## src/rtl/smf_pkg.sv

```systemverilog
package smf_pkg;

   localparam int SAMPLE_W = 16;
   localparam int CSR_W = 4;
   localparam int MAX_RADIUS_DEFAULT = 8;
   localparam int RADIUS_RESET = 1;

   localparam logic CH_LEFT = 1'b0;
   localparam logic CH_RIGHT = 1'b1;

   typedef logic signed [SAMPLE_W-1:0] sample_type;

   typedef struct packed {
      sample_type sample_in;
      logic       end_of_stream;
   } req_type;

   typedef struct packed {
      sample_type median_out;
      logic       channel;
      logic       last_out;
   } rsp_type;

   typedef struct packed {
      logic valid;
      logic channel;
      logic last;
   } job_ctrl_type;

   typedef enum logic {
      SEQ_RUN,
      SEQ_FLUSH
   } seq_state_type;

endpackage

```

## src/rtl/smf_seq.sv

```systemverilog
module smf_seq #(
   parameter int MAX_RADIUS = smf_pkg::MAX_RADIUS_DEFAULT,
   localparam int DEPTH = 2 * MAX_RADIUS + 1,
   localparam int RW = $clog2(MAX_RADIUS + 1)
) (
   input  logic                              clock,
   input  logic                              reset,
   input  logic                              req_valid,
   output logic                              req_ready,
   input  smf_pkg::req_type                  req_payload,
   input  logic                              csr_valid,
   output logic                              csr_ready,
   input  logic [smf_pkg::CSR_W-1:0]         csr_data,
   output smf_pkg::job_ctrl_type             job_ctrl,
   output smf_pkg::sample_type [DEPTH-1:0]   job_win,
   output logic [RW-1:0]                     job_radius,
   input  logic                              job_ready
);

   smf_pkg::seq_state_type state_ff, state_in;
   smf_pkg::sample_type [DEPTH-1:0] left_win_ff, left_win_in;
   smf_pkg::sample_type [DEPTH-1:0] right_win_ff, right_win_in;
   logic [RW-1:0] pend_left_ff, pend_left_in;
   logic [RW-1:0] pend_right_ff, pend_right_in;
   logic [RW-1:0] radius_ff, radius_in;
   logic toggle_ff, toggle_in;
   logic fch_ff, fch_in;

   logic sel_ch;
   logic [RW-1:0] pend_sel, pend_oth;
   smf_pkg::sample_type [DEPTH-1:0] win_sel, win_shift;
   smf_pkg::sample_type shift_val;
   logic flush_last;
   logic [RW-1:0] eff;

   assign csr_ready = 1'b1;
   assign job_radius = radius_ff;
   assign job_win = win_shift;

   always_comb begin
      state_in = state_ff;
      left_win_in = left_win_ff;
      right_win_in = right_win_ff;
      pend_left_in = pend_left_ff;
      pend_right_in = pend_right_ff;
      radius_in = radius_ff;
      toggle_in = toggle_ff;
      fch_in = fch_ff;
      req_ready = 1'b0;
      job_ctrl = '0;

      case (state_ff)
         smf_pkg::SEQ_RUN: sel_ch = toggle_ff;
         smf_pkg::SEQ_FLUSH: begin
            if (fch_ff == smf_pkg::CH_RIGHT) begin
               sel_ch = (pend_right_ff != '0) ? smf_pkg::CH_RIGHT : smf_pkg::CH_LEFT;
            end else begin
               sel_ch = (pend_left_ff != '0) ? smf_pkg::CH_LEFT : smf_pkg::CH_RIGHT;
            end
         end
         default: sel_ch = toggle_ff;
      endcase

      pend_sel = (sel_ch == smf_pkg::CH_RIGHT) ? pend_right_ff : pend_left_ff;
      pend_oth = (sel_ch == smf_pkg::CH_RIGHT) ? pend_left_ff : pend_right_ff;
      win_sel = (sel_ch == smf_pkg::CH_RIGHT) ? right_win_ff : left_win_ff;
      shift_val = (state_ff == smf_pkg::SEQ_RUN) ? req_payload.sample_in : '0;
      win_shift = {win_sel[DEPTH-2:0], shift_val};
      flush_last = (pend_sel == RW'(1)) && (pend_oth == '0);
      job_ctrl.channel = sel_ch;

      case (state_ff)
         smf_pkg::SEQ_RUN: begin
            req_ready = job_ready;
            job_ctrl.valid = req_valid && (pend_sel == radius_ff);
            if (req_valid && job_ready) begin
               if (sel_ch == smf_pkg::CH_RIGHT) begin
                  right_win_in = win_shift;
                  if (pend_sel < radius_ff) pend_right_in = pend_sel + RW'(1);
               end else begin
                  left_win_in = win_shift;
                  if (pend_sel < radius_ff) pend_left_in = pend_sel + RW'(1);
               end
               toggle_in = ~toggle_ff;
               if (req_payload.end_of_stream) begin
                  state_in = smf_pkg::SEQ_FLUSH;
                  fch_in = smf_pkg::CH_LEFT;
               end
            end
         end
         smf_pkg::SEQ_FLUSH: begin
            job_ctrl.valid = 1'b1;
            job_ctrl.last = flush_last;
            if (job_ready) begin
               if (sel_ch == smf_pkg::CH_RIGHT) begin
                  right_win_in = win_shift;
                  pend_right_in = pend_sel - RW'(1);
               end else begin
                  left_win_in = win_shift;
                  pend_left_in = pend_sel - RW'(1);
               end
               fch_in = ~sel_ch;
               if (flush_last) begin
                  state_in = smf_pkg::SEQ_RUN;
                  left_win_in = '0;
                  right_win_in = '0;
                  pend_left_in = '0;
                  pend_right_in = '0;
                  toggle_in = smf_pkg::CH_LEFT;
                  fch_in = smf_pkg::CH_LEFT;
               end
            end
         end
         default: begin
            state_in = smf_pkg::SEQ_RUN;
         end
      endcase

      if (csr_data == '0) begin
         eff = RW'(1);
      end else if (int'(csr_data) > MAX_RADIUS) begin
         eff = RW'(MAX_RADIUS);
      end else begin
         eff = RW'(csr_data);
      end

      if (csr_valid) begin
         radius_in = eff;
         if (pend_left_in > eff) pend_left_in = eff;
         if (pend_right_in > eff) pend_right_in = eff;
      end
   end

   always_ff @(posedge clock) begin
      if (reset) begin
         state_ff <= smf_pkg::SEQ_RUN;
         left_win_ff <= '0;
         right_win_ff <= '0;
         pend_left_ff <= '0;
         pend_right_ff <= '0;
         radius_ff <= RW'(smf_pkg::RADIUS_RESET);
         toggle_ff <= smf_pkg::CH_LEFT;
         fch_ff <= smf_pkg::CH_LEFT;
      end else begin
         state_ff <= state_in;
         left_win_ff <= left_win_in;
         right_win_ff <= right_win_in;
         pend_left_ff <= pend_left_in;
         pend_right_ff <= pend_right_in;
         radius_ff <= radius_in;
         toggle_ff <= toggle_in;
         fch_ff <= fch_in;
      end
   end

endmodule

```

## config.mk

```make
export PLATFORM = sky130hd
export DESIGN_NAME = smf_seq
export DESIGN_NICKNAME = d
export VERILOG_FILES = /design/src/rtl/smf_pkg.sv /design/src/rtl/smf_seq.sv
export SDC_FILE = /design/constraint.sdc
export NUM_CORES = 2
export LEC_CHECK = 0
export ABC_CLOCK_PERIOD_IN_PS = 4800
export BUFFER_PORTS_ARGS = -buffer_cell sky130_fd_sc_hd__clkbuf_2
export CORE_MARGIN = 2
export CORE_UTILIZATION = 50
export DETAILED_ROUTE_END_ITERATION = 8
export GPL_TIMING_DRIVEN = 0
export PLACE_DENSITY = 0.85
export SLEW_MARGIN = 10
export SYNTH_ARGS = -nofsm -noshare
export SYNTH_HDL_FRONTEND = slang
export SYNTH_SLANG_ARGS = --single-unit
```

## constraint.sdc

```tcl
create_clock -name clock -period 4.8 [get_ports clock]
set_input_delay 0.48 -clock clock [delete_from_list [all_inputs] [get_ports clock]]
set_output_delay 0.48 -clock clock [all_outputs]
set_load 0.01 [all_outputs]
```

==> results.md <==
- DR vias: 18.8k
- Net Sw Frac: 26.5%
- Total Power: 0.00999 W
- Combinational Power Share: 13.3%
- Critical path class: flop to flop
- Final ANT Viol Nets: 0
- Status: complete, no violations
- WHS Path Cells: 2
- Clk_lat worst skew: 0.60 ns
- Worst Max-Slew Pin Slew: 0.741 ns
- Reg2reg path depth: 20
- Maxcap violations: 0
- Starting DRT DRC Count: 1844
- Antenna violations before repair: 0
- Std cell rows: 74
- Port Buffers: 303
- WL final: 68.0 mm
- LEAKAGE: 11.5 nW
- Cell family with most CP delay: compound AO/OA/AOI/OAI gates
- Syn_nets: 2260
- Fmax: 218 MHz
- TritonCTS buffer count: 53
- Switching power: 0.00265 W
- CTS Root Cell: clkbuf_16
- Endpoint class of the critical path: flop
- CTS Sinks: 527
- Cells after synthesis: 2220
- Post-DP Area: 0.0228 mm2
- Core area: 0.0407 mm2
- CTS H-tree lvls: 2
- Top cells by area, synth: dfxtp_1 51%, a22o_1 22%, nand2_1 14%, buf_6 2.7%, clkbuf_1 1.6%
- Reg area: 0.0106 mm2
- Register bit total from synthesis: 527
- Post-synth EDFFs: 0
- Synth Flop Type: dfxtp_1
- Worst Path Arrival: 5.03 ns
- WP data required: 5.26 ns
- Post-synthesis instance area: 0.0206 mm2
- PwrDens: 404 mW/mm2
- CTS max path bufs: 3
- Syn avg cell area: 9.28 um2
- Commonest cells after routing, fill and taps aside: 783 x nand2_1, 526 x dfxtp_1, 514 x a22o_1
- Hold Fails Final Rpt: 0
- Layout fillers: 3423
- RSZ-0062 raised after global routing: false
- Layout cell share with drive strength beyond 1: 19.6%
- Sequential fraction of the synthesis area: 51.2%
- Power Internal: 0.00734 W
- GRT Total Usage: 30.9%
- Area growth from synthesis to layout: 20.0%
- Clk_skew: 0.0164 ns
- Clock slew at reported path FFs: 0.06 ns
- Worst vdd ir: 0.258 mV
- Die area: 0.0428 mm2
- Die width: 207 um
- Worst-path fanout max: 19
- Worst path depth: 20
- # diodes: 0
- Synth cell types: 65
- Rel. slew slack: 50.1%
- Routability cong.: 0.926
- Number of buffers inserted by hold repair at cts: 0
- Clk pwr share: 42.0%
- Fin crit share: 95.4%
- Final Cell Area: 0.0247 mm2
- Max-slew violation total from the final report: 0
- Power share of the sequential group: 44.7%
- HP Class: input pin to flop
- Drt wl/cell: 21.6 um
- Post-route DRC violation count: 0
- Reg2reg setup slack: 0.22 ns
- Critical path's slowest cell: a2111oi_4
- Synth top area share: 51.2%
- Critical path launch point type: flop
- Setup violators final: 0
- Largest net degree at the start of global routing: 20
- TritonCTS clock tree: done
- Hold_ws: 0.144 ns
- Area leader, netlist: dfxtp_1
- Vias in the first global route: 17.4k
- DR vias/cell: 5.96
- Async set-reset flop share out of synthesis: 0%
- WP buf/inv: 4
- Yosys synthesis warning count: 0
- Area of the multi-input gates: 0.00894 mm2
- Most common cell after layout, fill and taps aside: nand2_1
- Min Tclk post-route: 4.58 ns
- DR pass1 iterations: 6
- Starting Density: 50.6%
- Final nets: 2624
- CP peak stage delay: 0.40 ns
- Total grt overflow: 0
- Height of the chip: 207 um
- Critical path, cell by cell: buf_6, nor4_4, o221ai_4, buf_8, buf_4, nand2_1, nand2_1, ha_1, or2_2, clkbuf_1, a2111oi_4, nor3_4, a221oi_2, and2_1, ha_1, o21a_1, o21ai_2, a21oi_4, a2111oi_0, a211oi_1
- First-pass GRT wire length: 102 mm
- Final HPWL DP: 50.8 mm
- IO Pins: 307
## registers in the layout, summed over array words and instances, names as in the netlist
register       cells
left_win_ff      256
pend_right_ff      4
pend_left_ff       4
fch_ff             1
state_ff           1
right_win_ff     256
toggle_ff          1
job_radius         4
## through the flow
| stage | setup slack [ns] | setup TNS [ns] | util [%] | cells |
|---|---|---|---|---|
| floorplan | 0.175 | 0 | - | 2220 |
| finish | 0.221 | 0 | 60.7 | 3152 |
| CTS | 0.0388 | 0 | 60.5 | 3148 |
| detailed placement | -1.17 | -8.47 | 55.9 | 3055 |
| global route | 0.00788 | 0 | 60.7 | 3152 |
| global placement | -1.07 | -7.44 | 55.9 | 3055 |
## worst paths after layout
| path | start | endpoint |
|---|---|---|
| setup / recovery | pend_left_ff[3] | pend_left_ff[0] |
| hold reg to reg | left_win_ff[245] | left_win_ff[245] |
| setup reg to reg | pend_left_ff[3] | pend_left_ff[0] |
| hold / removal | req_payload[3] | left_win_ff[2] |
## worst reg2reg max path: stages, from the launching register on
cell       delay, ns
dfxtp_1         0.32
buf_6           0.15
nor4_4          0.37
o221ai_4        0.21
buf_8           0.21
buf_4           0.20
nand2_1         0.09
nand2_1         0.06
ha_1            0.18
or2_2           0.29
clkbuf_1        0.18
a2111oi_4       0.40
nor3_4          0.12
a221oi_2        0.35
and2_1          0.17
ha_1            0.25
o21a_1          0.12
o21ai_2         0.16
a21oi_4         0.11
a2111oi_0       0.40
a211oi_1        0.09
## kinds of logic after synthesis
family | synth area share (%)
fa+ha+maj | 0.850
simple gates | 17.2
buf+inv | 5.75
flops | 51.2
mux | 0.298
other cells | 0.0182
compound gates | 24.6
xor+xnor | 0.0850
## routing by layer
layer,global-route usage [%],part of all wire [%]
met5,0,0
met4,11.5,3.5
met2,50.7,46
met3,4.71,8.6
met1,41.3,41
## final cells by class
cell class	instances	area share, %
sequential	527	42.7
clock buffer	75	6.23
tap	532	2.69
timing repair buffer	313	6.44
inverter	15	0.248
multi-input combinational	1491	36.2
buffer	183	4.60
clock inverter	16	0.937
## Yosys cell counts (all sizes together) (5+ instances only)
cell / number
nand2: 784
dfxtp: 527
a22o: 514
buf: 97
clkbuf: 90
nor2: 25
nor2b: 24
inv: 15
a21oi: 14
ha: 14
o21ai: 14
nor3: 10
nand3: 8
a31oi: 7
a211oi: 5
mux2i: 5
## power groups by stage
stage | clock (W) | combinational (W) | sequential (W)
after floorplan | 0 | 0.000856 | 0.00454
after global placement | 0 | 0.00118 | 0.00455
after detailed placement | 0 | 0.00121 | 0.00456
after CTS | 0.00422 | 0.00127 | 0.00446
after global routing | 0.00438 | 0.00143 | 0.00447
final | 0.00420 | 0.00133 | 0.00447
## repair_timing
item                                    CTS  global route
setup buffers                             4             6
resized for setup                        20            14
endpoints found under the setup margin    9             7
gates cloned                              0             0
pin swaps                                 3             4
Power figures use the tool's default switching activity.
